`src/hw/rtl/gsd_pkg.sv`:
```
// gsd_pkg: shared widths, register indexes, reset values and sequencer states
// for the gyro step detector. No dependencies; every other file of the block
// but gsd_div uses it through scoped names.
package gsd_pkg;

  // Field widths
  localparam int RATE_W = 16;
  localparam int TIME_W = 32;
  localparam int SQ_W   = 32;
  localparam int MAG_W  = 16;
  localparam int CFG_W  = 16;
  localparam int IDX_W  = 2;
  localparam int IN_W   = 80;
  localparam int OUT_W  = 40;

  // Configuration register indexes
  localparam logic [IDX_W-1:0] REG_BAND_OFFSET = 2'd0;
  localparam logic [IDX_W-1:0] REG_STILL_LEVEL = 2'd1;
  localparam logic [IDX_W-1:0] REG_MIN_GAP     = 2'd2;
  localparam logic [IDX_W-1:0] REG_SPIKE_WIN   = 2'd3;

  // Register reset values
  localparam logic [CFG_W-1:0] BAND_OFFSET_RST = 16'd4710;
  localparam logic [CFG_W-1:0] STILL_LEVEL_RST = 16'd205;
  localparam logic [CFG_W-1:0] MIN_GAP_RST     = 16'd500;
  localparam logic [CFG_W-1:0] SPIKE_WIN_RST   = 16'd500;

  // Sequencer states
  typedef enum logic [2:0] {
    ST_IDLE,
    ST_SQUARE,
    ST_ROOT,
    ST_READ,
    ST_UPDATE,
    ST_DIV_GO,
    ST_DIV,
    ST_DECIDE
  } state_t;

endpackage

```
`src/hw/rtl/gsd_sumsq.sv`:
```
// gsd_sumsq: bit-serial sum of squares of three signed rates, one multiplier
// bit per cycle. Depends on gsd_pkg.
module gsd_sumsq (
  input  logic                              clk,
  input  logic                              rst,
  input  logic                              start,
  input  logic signed [gsd_pkg::RATE_W-1:0] rate_x,
  input  logic signed [gsd_pkg::RATE_W-1:0] rate_y,
  input  logic signed [gsd_pkg::RATE_W-1:0] rate_z,
  output logic                              done,
  output logic [gsd_pkg::SQ_W-1:0]          sum_sq
);

  logic [gsd_pkg::RATE_W-1:0] mplier;
  logic [gsd_pkg::RATE_W-1:0] next_a;
  logic [gsd_pkg::RATE_W-1:0] next_b;
  logic [gsd_pkg::SQ_W-1:0]   mcand;
  logic [3:0]                 bitc;
  logic [1:0]                 axis;
  logic                       run;
  logic [gsd_pkg::RATE_W-1:0] abs_x, abs_y, abs_z;

  // Magnitudes of the rates; the most negative code maps to 32768
  assign abs_x = rate_x[gsd_pkg::RATE_W-1] ? gsd_pkg::RATE_W'(-rate_x) : rate_x;
  assign abs_y = rate_y[gsd_pkg::RATE_W-1] ? gsd_pkg::RATE_W'(-rate_y) : rate_y;
  assign abs_z = rate_z[gsd_pkg::RATE_W-1] ? gsd_pkg::RATE_W'(-rate_z) : rate_z;

  // Control: bit and axis counters
  always_ff @(posedge clk) begin
    if (rst) begin
      run  <= 1'b0;
      done <= 1'b0;
      bitc <= '0;
      axis <= '0;
    end else begin
      done <= 1'b0;
      if (start) begin
        run  <= 1'b1;
        bitc <= '0;
        axis <= '0;
      end else if (run) begin
        bitc <= bitc + 4'd1;
        if (bitc == 4'd15) begin
          if (axis == 2'd2) begin
            run  <= 1'b0;
            done <= 1'b1;
          end else begin
            axis <= axis + 2'd1;
          end
        end
      end
    end
  end

  // Datapath: shift-and-add, next axes wait in a short shift line
  always_ff @(posedge clk) begin
    if (start) begin
      mplier <= abs_x;
      mcand  <= {{(gsd_pkg::SQ_W-gsd_pkg::RATE_W){1'b0}}, abs_x};
      next_a <= abs_y;
      next_b <= abs_z;
      sum_sq <= '0;
    end else if (run) begin
      if (mplier[0]) begin
        sum_sq <= sum_sq + mcand;
      end
      if (bitc == 4'd15) begin
        mplier <= next_a;
        mcand  <= {{(gsd_pkg::SQ_W-gsd_pkg::RATE_W){1'b0}}, next_a};
        next_a <= next_b;
      end else begin
        mplier <= mplier >> 1;
        mcand  <= mcand << 1;
      end
    end
  end

endmodule

```
`src/hw/rtl/gsd_isqrt.sv`:
```
// gsd_isqrt: digit-by-digit integer square root, two radicand bits per
// cycle. Depends on gsd_pkg.
module gsd_isqrt (
  input  logic                       clk,
  input  logic                       rst,
  input  logic                       start,
  input  logic [gsd_pkg::SQ_W-1:0]   radicand,
  output logic                       done,
  output logic [gsd_pkg::MAG_W-1:0]  root
);

  localparam int REM_W = gsd_pkg::MAG_W + 2;

  logic [gsd_pkg::SQ_W-1:0] n;
  logic [REM_W-1:0]         rem;
  logic [3:0]               cnt;
  logic                     run;
  logic [REM_W+1:0]         rem_sh;
  logic [REM_W+1:0]         trial;
  logic                     fits;

  // One root digit: bring down two bits, try 4*root+1
  always_comb begin
    rem_sh = {rem, n[gsd_pkg::SQ_W-1 -: 2]};
    trial  = {2'b00, root, 2'b01};
    fits   = (rem_sh >= trial);
  end

  always_ff @(posedge clk) begin
    if (rst) begin
      run  <= 1'b0;
      done <= 1'b0;
      cnt  <= '0;
    end else begin
      done <= 1'b0;
      if (start) begin
        run <= 1'b1;
        cnt <= '0;
      end else if (run) begin
        cnt <= cnt + 4'd1;
        if (cnt == 4'd15) begin
          run  <= 1'b0;
          done <= 1'b1;
        end
      end
    end
  end

  always_ff @(posedge clk) begin
    if (start) begin
      n    <= radicand;
      rem  <= '0;
      root <= '0;
    end else if (run) begin
      n <= n << 2;
      if (fits) begin
        rem  <= REM_W'(rem_sh - trial);
        root <= {root[gsd_pkg::MAG_W-2:0], 1'b1};
      end else begin
        rem  <= REM_W'(rem_sh);
        root <= {root[gsd_pkg::MAG_W-2:0], 1'b0};
      end
    end
  end

endmodule

```
`src/hw/rtl/gsd_div.sv`:
```
// gsd_div: restoring divider, one quotient bit per cycle.
// Depends on nothing outside this file.
module gsd_div #(
  parameter int NUM_W = 20,
  parameter int DEN_W = 4
) (
  input  logic             clk,
  input  logic             rst,
  input  logic             start,
  input  logic [NUM_W-1:0] num,
  input  logic [DEN_W-1:0] den,
  output logic             done,
  output logic [NUM_W-1:0] quot
);

  localparam int CNT_W = $clog2(NUM_W);

  logic [DEN_W-1:0] rem;
  logic [DEN_W-1:0] dvs;
  logic [CNT_W-1:0] cnt;
  logic             run;
  logic [DEN_W:0]   rem_sh;
  logic             fits;

  // Shift in the next dividend bit and try the divisor
  always_comb begin
    rem_sh = {rem, quot[NUM_W-1]};
    fits   = (rem_sh >= {1'b0, dvs});
  end

  always_ff @(posedge clk) begin
    if (rst) begin
      run  <= 1'b0;
      done <= 1'b0;
      cnt  <= '0;
    end else begin
      done <= 1'b0;
      if (start) begin
        run <= 1'b1;
        cnt <= '0;
      end else if (run) begin
        cnt <= cnt + CNT_W'(1);
        if (cnt == CNT_W'(NUM_W-1)) begin
          run  <= 1'b0;
          done <= 1'b1;
        end
      end
    end
  end

  always_ff @(posedge clk) begin
    if (start) begin
      quot <= num;
      dvs  <= den;
      rem  <= '0;
    end else if (run) begin
      if (fits) begin
        rem  <= DEN_W'(rem_sh - {1'b0, dvs});
        quot <= {quot[NUM_W-2:0], 1'b1};
      end else begin
        rem  <= DEN_W'(rem_sh);
        quot <= {quot[NUM_W-2:0], 1'b0};
      end
    end
  end

endmodule

```
`src/hw/rtl/gyro_step_detector_top.sv`:
```
// gyro_step_detector_top: step detection from gyro magnitude against a band
// around a moving average. Uses gsd_pkg, gsd_sumsq, gsd_isqrt and gsd_div.
//
//  channel  dir  handshake          payload
//  s_*      in   s_tvalid/s_tready  rate_x, rate_y, rate_z, time_ms
//  m_*      out  m_tvalid/m_tready  step_found, step_total, paused, average_rate
//  cfg_*    in   cfg_we             cfg_index, cfg_data
//
// One sample at a time: the next word is accepted only once the result of the last
// one is committed to the output register, which is when the result word turns
// valid. Each sample passes through the bit-serial squaring, the root, the ring
// read and update and the divider before the decision is committed.
// Reset is synchronous and clears the window, arming, timers and step count.
// A result held in the output register does not block the next accept; the
// sequencer only waits before committing while that register is still full.
module gyro_step_detector_top #(
  parameter int WINDOW_LEN = 15
) (
  input  logic                        clk,
  input  logic                        rst,
  input  logic                        s_tvalid,
  output logic                        s_tready,
  // s_tdata: rate_x[15:0], rate_y[31:16], rate_z[47:32], time_ms[79:48]
  input  logic [gsd_pkg::IN_W-1:0]    s_tdata,
  output logic                        m_tvalid,
  input  logic                        m_tready,
  // m_tdata: step_found[0], step_total[16:1], paused[17], average_rate[33:18], zeros
  output logic [gsd_pkg::OUT_W-1:0]   m_tdata,
  input  logic                        cfg_we,
  input  logic [gsd_pkg::IDX_W-1:0]   cfg_index,
  input  logic [gsd_pkg::CFG_W-1:0]   cfg_data
);

  localparam int SUM_W  = gsd_pkg::MAG_W + $clog2(WINDOW_LEN);
  localparam int CNT_W  = $clog2(WINDOW_LEN + 1);
  localparam int SLOT_W = (WINDOW_LEN > 1) ? $clog2(WINDOW_LEN) : 1;
  localparam int TW     = gsd_pkg::TIME_W;
  localparam int MW     = gsd_pkg::MAG_W;

  gsd_pkg::state_t state, state_next;

  logic [gsd_pkg::CFG_W-1:0] band_offset, still_level, min_gap, spike_win;

  logic [TW-1:0]     t_ms;
  logic [MW-1:0]     mag;
  logic [MW-1:0]     old_mag;
  logic [MW-1:0]     ring [WINDOW_LEN];
  logic [SLOT_W-1:0] write_slot;
  logic [CNT_W-1:0]  fill_count;
  logic [SUM_W-1:0]  win_sum;
  logic [MW-1:0]     avg;
  logic              armed_high;
  logic [TW-1:0]     rise_time, step_time, pause_end;
  logic [MW-1:0]     step_counter;

  logic              res_found, res_paused;
  logic [MW-1:0]     res_total, res_avg;

  logic              s_accept;
  logic              sq_done, root_done, div_done;
  logic [gsd_pkg::SQ_W-1:0] sum_sq;
  logic [MW-1:0]     root;
  logic [SUM_W-1:0]  quot;
  logic              commit;
  logic              full;

  // Decision terms
  logic              above, below, in_pause, timing_ok;
  logic [TW-1:0]     rise_el, step_el;
  logic              armed_next, set_rise, found;
  logic [MW-1:0]     step_counter_next;

  assign s_accept = s_tvalid && s_tready;
  assign s_tready = (state == gsd_pkg::ST_IDLE);
  assign full     = (fill_count == CNT_W'(WINDOW_LEN));

  // Arithmetic units
  gsd_sumsq u_sumsq (
    .clk    (clk),
    .rst    (rst),
    .start  (s_accept),
    .rate_x (s_tdata[15:0]),
    .rate_y (s_tdata[31:16]),
    .rate_z (s_tdata[47:32]),
    .done   (sq_done),
    .sum_sq (sum_sq)
  );

  gsd_isqrt u_isqrt (
    .clk      (clk),
    .rst      (rst),
    .start    (sq_done),
    .radicand (sum_sq),
    .done     (root_done),
    .root     (root)
  );

  gsd_div #(
    .NUM_W (SUM_W),
    .DEN_W (CNT_W)
  ) u_div (
    .clk   (clk),
    .rst   (rst),
    .start (state == gsd_pkg::ST_DIV_GO),
    .num   (win_sum),
    .den   (fill_count),
    .done  (div_done),
    .quot  (quot)
  );

  // Sequencer state register
  always_ff @(posedge clk) begin
    if (rst) begin
      state <= gsd_pkg::ST_IDLE;
    end else begin
      state <= state_next;
    end
  end

  // Sequencer next state
  always_comb begin
    state_next = state;
    commit     = 1'b0;
    case (state)
      gsd_pkg::ST_IDLE:   if (s_accept) state_next = gsd_pkg::ST_SQUARE;
      gsd_pkg::ST_SQUARE: if (sq_done) state_next = gsd_pkg::ST_ROOT;
      gsd_pkg::ST_ROOT:   if (root_done) state_next = gsd_pkg::ST_READ;
      gsd_pkg::ST_READ:   state_next = gsd_pkg::ST_UPDATE;
      gsd_pkg::ST_UPDATE: state_next = gsd_pkg::ST_DIV_GO;
      gsd_pkg::ST_DIV_GO: state_next = gsd_pkg::ST_DIV;
      gsd_pkg::ST_DIV:    if (div_done) state_next = gsd_pkg::ST_DECIDE;
      gsd_pkg::ST_DECIDE: begin
        if (!m_tvalid || m_tready) begin
          commit     = 1'b1;
          state_next = gsd_pkg::ST_IDLE;
        end
      end
      default: state_next = gsd_pkg::ST_IDLE;
    endcase
  end

  // Configuration registers
  always_ff @(posedge clk) begin
    if (rst) begin
      band_offset <= gsd_pkg::BAND_OFFSET_RST;
      still_level <= gsd_pkg::STILL_LEVEL_RST;
      min_gap     <= gsd_pkg::MIN_GAP_RST;
      spike_win   <= gsd_pkg::SPIKE_WIN_RST;
    end else if (cfg_we) begin
      case (cfg_index)
        gsd_pkg::REG_BAND_OFFSET: band_offset <= cfg_data;
        gsd_pkg::REG_STILL_LEVEL: still_level <= cfg_data;
        gsd_pkg::REG_MIN_GAP:     min_gap     <= cfg_data;
        gsd_pkg::REG_SPIKE_WIN:   spike_win   <= cfg_data;
        default: ;
      endcase
    end
  end

  // Capture timestamp, magnitude and average
  always_ff @(posedge clk) begin
    if (s_accept) begin
      t_ms <= s_tdata[79:48];
    end
    if (root_done) begin
      mag <= root;
    end
    if (div_done) begin
      avg <= quot[MW-1:0];
    end
  end

  // Magnitude ring: read the entry about to be replaced, then overwrite it
  always_ff @(posedge clk) begin
    if (state == gsd_pkg::ST_READ) begin
      old_mag <= ring[write_slot];
    end
    if (state == gsd_pkg::ST_UPDATE) begin
      ring[write_slot] <= mag;
    end
  end

  // Window bookkeeping: slot, fill and running sum
  always_ff @(posedge clk) begin
    if (rst) begin
      write_slot <= '0;
      fill_count <= '0;
      win_sum    <= '0;
    end else if (state == gsd_pkg::ST_UPDATE) begin
      if (write_slot == SLOT_W'(WINDOW_LEN - 1)) begin
        write_slot <= '0;
      end else begin
        write_slot <= write_slot + SLOT_W'(1);
      end
      if (full) begin
        win_sum <= win_sum - SUM_W'(old_mag) + SUM_W'(mag);
      end else begin
        win_sum    <= win_sum + SUM_W'(mag);
        fill_count <= fill_count + CNT_W'(1);
      end
    end
  end

  // Thresholds, pause and step decision
  always_comb begin
    above     = {1'b0, mag} > ({1'b0, avg} + {1'b0, band_offset});
    below     = ({1'b0, mag} + {1'b0, band_offset}) < {1'b0, avg};
    in_pause  = t_ms < pause_end;
    rise_el   = t_ms - rise_time;
    step_el   = t_ms - step_time;
    timing_ok = (rise_el < {16'd0, spike_win}) && (step_el > {16'd0, min_gap});

    armed_next = armed_high;
    set_rise   = 1'b0;
    found      = 1'b0;
    if (!in_pause) begin
      if (above && !armed_high) begin
        armed_next = 1'b1;
        set_rise   = 1'b1;
      end else if (below && armed_high) begin
        found      = timing_ok;
        armed_next = 1'b0;
      end
      if (mag < still_level) begin
        armed_next = 1'b0;
      end
    end

    if (found && step_counter != {MW{1'b1}}) begin
      step_counter_next = step_counter + MW'(1);
    end else begin
      step_counter_next = step_counter;
    end
  end

  // Detector state, updated once per sample
  always_ff @(posedge clk) begin
    if (rst) begin
      armed_high   <= 1'b0;
      rise_time    <= '0;
      step_time    <= '0;
      pause_end    <= '0;
      step_counter <= '0;
    end else if (commit) begin
      armed_high   <= armed_next;
      step_counter <= step_counter_next;
      if (set_rise) begin
        rise_time <= t_ms;
      end
      if (found) begin
        step_time <= t_ms;
        pause_end <= t_ms + {16'd0, min_gap};
      end
    end
  end

  // Output register: hold until taken
  always_ff @(posedge clk) begin
    if (rst) begin
      m_tvalid <= 1'b0;
    end else if (commit) begin
      m_tvalid <= 1'b1;
    end else if (m_tready) begin
      m_tvalid <= 1'b0;
    end
  end

  always_ff @(posedge clk) begin
    if (commit) begin
      res_found  <= found;
      res_total  <= step_counter_next;
      res_paused <= in_pause;
      res_avg    <= avg;
    end
  end

  assign m_tdata = {6'd0, res_avg, res_paused, res_total, res_found};

  // Checks
  a_fill_bound: assert property (@(posedge clk) disable iff (rst)
    fill_count <= CNT_W'(WINDOW_LEN))
    else $error("fill count beyond window length");

  a_slot_bound: assert property (@(posedge clk) disable iff (rst)
    write_slot <= SLOT_W'(WINDOW_LEN - 1))
    else $error("write slot beyond window");

  a_accept_starts: assert property (@(posedge clk) disable iff (rst)
    s_accept |=> (state == gsd_pkg::ST_SQUARE))
    else $error("accepted word did not start squaring");

  a_count_step: assert property (@(posedge clk) disable iff (rst)
    !rst |=> (step_counter == $past(step_counter) ||
              step_counter == MW'($past(step_counter) + MW'(1))))
    else $error("step count jumped");

  a_found_not_paused: assert property (@(posedge clk) disable iff (rst)
    m_tvalid |-> !(res_found && res_paused))
    else $error("step reported inside pause");

endmodule

```
`config.mk`:
```
export PLATFORM = sky130hd
export DESIGN_NAME = gyro_step_detector_top
export DESIGN_NICKNAME = d
export VERILOG_FILES = /design/src/hw/rtl/gsd_pkg.sv /design/src/hw/rtl/gsd_sumsq.sv /design/src/hw/rtl/gsd_isqrt.sv /design/src/hw/rtl/gsd_div.sv /design/src/hw/rtl/gyro_step_detector_top.sv
export SDC_FILE = /design/constraint.sdc
export NUM_CORES = 2
export LEC_CHECK = 0
export BUFFER_PORTS_ARGS = -buffer_cell sky130_fd_sc_hd__buf_4
export CAP_MARGIN = 5
export CORE_MARGIN = 3
export CORE_UTILIZATION = 45
export DETAILED_ROUTE_END_ITERATION = 8
export SYNTH_ARGS = -nofsm -noshare
export SYNTH_HDL_FRONTEND = slang
export SYNTH_SLANG_ARGS = --single-unit
export TNS_END_PERCENT = 30
```
`constraint.sdc`:
```
create_clock -name clk -period 14.9 [get_ports clk]
set_input_delay 0.745 -clock clk [delete_from_list [all_inputs] [get_ports clk]]
set_output_delay 0.745 -clock clk [all_outputs]
set_load 0.005 [all_outputs]
```
==> results.json <==
{
  "placement.io_buffers": 138,
  "yosys.area_share.xor_xnor": 0.0436,
  "rsz0062_at_grt": "false",
  "num-nets-final": 4811,
  "synth-edff-count": 474,
  "leakage_power_of_the_design_uw": 0.0189,
  "grt_pass1_wl_um": 169000,
  "yosysWarningCount": 0,
  "timing.hold.worst_path_depth": 1,
  "htree_num_levels": 3,
  "ant_nets": 0,
  "core_region_area_um2": 96900,
  "syn-instance-count": 4230,
  "cts.repair_timing.setup_buffer_count": 0,
  "fillers": 8735,
  "first_global_vias": 30100,
  "drt-total-wl_um": 107000,
  "die_extent_in_x_um": 319,
  "cts-root-to-sink-buffers": 3,
  "worst_path_largest_cell_delay_ps": 860,
  "power.density_nw_per_um2": 131,
  "drt_pre_antenna_iters": 5,
  "initialDrtViolationCount": 2307,
  "multi_input_area_um2": 21600,
  "r2r_cells": 25,
  "area_growth_pct": 12.4,
  "synthDominantCellAreaShare": 0.324,
  "path_class": "flop to flop",
  "required_ps": 15470,
  "timing.final.crit_period_ps": 7550,
  "cts.hold.buffers_added": 0,
  "timing.final.crit_share": 0.507,
  "detail_route.wl_per_cell_um": 18.7,
  "grtUsageTotal": 0.208,
  "layout.cell_area.non_filler_um2": 49400,
  "gp_routability_congestion": 0.864,
  "hold_path_class": "input pin to flop",
  "drt_drc_violations_left": 0,
  "placement.cell_area_um2": 46500,
  "post-route-util": 0.510,
  "setup.worst_path.end_class": "flop",
  "postCtsResizedCells": 0,
  "critical_path.max_fanout": 53,
  "synthesis.area_um2": 44000,
  "synth_async_sr_flop_share": 0,
  "grt_antenna_before_repair": 8,
  "critPathSlowestCell": "sky130_fd_sc_hd__edfxtp_1",
  "synth_seq_area_share": 0.468,
  "synth_top_family_by_area": "compound AO/OA/AOI/OAI gates",
  "crit_start_category": "flop",
  "synth.mux.area_fraction": 0.0790,
  "worst_clock_skew_ps": 22.6,
  "cp.arrival_ps": 8120,
  "layout.cells.most_common_list": "sky130_fd_sc_hd__edfxtp_1, sky130_fd_sc_hd__nand2_1, sky130_fd_sc_hd__nor2_1",
  "area_share_of_and_or_nand_nor_cells_after_synthesis": 0.129,
  "report.final.setup_viol": 0,
  "flip_flop_and_latch_count_after_synthesis": 790,
  "tritoncts_num_sinks": 790,
  "dominantRegCellSynth": "sky130_fd_sc_hd__edfxtp_1",
  "initial_core_util": 0.454,
  "synth.top_cells.by_area": "sky130_fd_sc_hd__edfxtp_1, sky130_fd_sc_hd__dfxtp_1, sky130_fd_sc_hd__ha_1, sky130_fd_sc_hd__nand2_1, sky130_fd_sc_hd__mux2i_1",
  "grt_max_degree": 80,
  "final-seq-area_um2": 20600,
  "ir_worst_vdd_mv": 0.116,
  "timing.max_cap.violations": 0,
  "synth_top_cell_by_area": "sky130_fd_sc_hd__edfxtp_1",
  "rows": 114,
  "globalRouteOverflowTotal": 0,
  "timing_hold_violations_final": 0,
  "detailroute.via_count": 31400,
  "fp.dieArea_um2": 102000,
  "dp_hpwl_um": 76100,
  "synth-compound-area-share": 0.135,
  "drive_above_1_share": 0.112,
  "fin_setup_tns_ps": 0,
  "slew_viol_final": 0,
  "floorplan.io_pins": 145,
  "clockRootBuffer": "sky130_fd_sc_hd__clkbuf_16",
  "synth_adder_area_share": 0.103,
  "path_clk_slew_ps": 60,
  "vias_per_cell": 5.49,
  "clk-insertion-delay-late_ps": 660,
  "timing.fmax_ghz": 0.132,
  "clock_tree_from_tritoncts": "built",
  "postSynthAreaPerCell_um2": 10.4,
  "tritoncts.num_buffers": 89,
  "die-height_um": 319,
  "status": "finished clean",
  "netlist-cell-type-count": 95,
  "timing_worst_slew_pin_value_ps": 1180,
  "leading_cell_type_in_the_layout_fill_and_taps_excluded": "sky130_fd_sc_hd__edfxtp_1",
  "slew_headroom": 0.203
}
==> cell type report <==
class	count	area share
tap	1276	0.0323
clock inverter	48	0.0108
timing repair buffer	197	0.0300
clock buffer	117	0.0490
inverter	325	0.0247
antenna	4	0.000203
multi-input combinational	2959	0.437
sequential	790	0.416
==> through the flow <==
stage               setup slack [ps]  instances  hold slack [ps]  total power (uW)
global placement                7530       5547              428              4290
global route                    6850       5714              221              6870
detailed placement              7410       5547              431              4310
finish                          7350       5716              263              6500
floorplan                       9150       4235              426              3880
CTS                             7370       5712              204              6560
==> registers in the layout (all words and copies together), names as in the netlist, 18 cells and up <==
register and count:
ring 240, pause_end 32, rise_time 32, step_time 32
t_ms 32, u_isqrt.n 32, u_sumsq.mcand 32, u_sumsq.sum_sq 32
u_div.quot 20, win_sum 20, u_isqrt.rem 18
==> layer usage <==
layer | track usage | up-vias | wire length (um)
li1 | - | 15600 | -
met1 | 0.301 | 15100 | 51900
met2 | 0.324 | 624 | 47200
met3 | 0.0370 | 125 | 5560
met4 | 0.0470 | 6 | 2140
met5 | 0 | - | 45
==> cells by family after synthesis <==
| group | Yosys count |
|---|---|
| buffers and inverters | 486 |
| adder cells (fa/ha/maj) | 346 |
| AO/OA/AOI/OAI | 915 |
| AND/OR/NAND/NOR | 1212 |
| flip-flops | 790 |
| other | 1 |
| multiplexers | 261 |
| XOR/XNOR | 219 |
==> cell usage after synthesis, drive strengths merged, types with 54 or more instances <==
| cell | number |
|---|---|
| a211oi | 55 |
| nand3 | 77 |
| a21oi | 287 |
| nor2 | 350 |
| a21o | 103 |
| mux4 | 64 |
| inv | 325 |
| o21ai | 179 |
| mux2i | 153 |
| nor3 | 65 |
| nand2 | 411 |
| edfxtp | 474 |
| o21a | 54 |
| xor2 | 84 |
| xnor2 | 135 |
| dfxtp | 316 |
| ha | 322 |
| clkbuf | 126 |
==> final timing paths <==
kind,start,end,slack (ps)
max,mag[2]$_DFFE_PP_,pause_end[1]$_SDFFE_PP0P_,7350
max reg2reg,mag[2]$_DFFE_PP_,pause_end[1]$_SDFFE_PP0P_,7350
min,s_tdata[62],t_ms[14]$_DFFE_PP_,260
min reg2reg,u_div.quot[1]$_DFFE_PP_,avg[1]$_DFFE_PP_,450
==> power by group <==
part / leakage [uW] / internal (uW) / total, uW / switching [uW]
Sequential: 0.00692 / 2520 / 2670 / 158
Clock: 0.00145 / 1310 / 2220 / 911
Combinational: 0.0105 / 664 / 1600 / 936
Total: 0.0189 / 4490 / 6500 / 2010
==> critical path, delay by kind of cell, from the launching register on <==
family,cells,cell delay [ps]
xor+xnor,1,130
compound gates,12,2960
mux,1,420
buf+inv,2,1080
simple gates,7,1220
flops,1,860
fa+ha+maj,2,670
(Power assumes the default switching activity.)
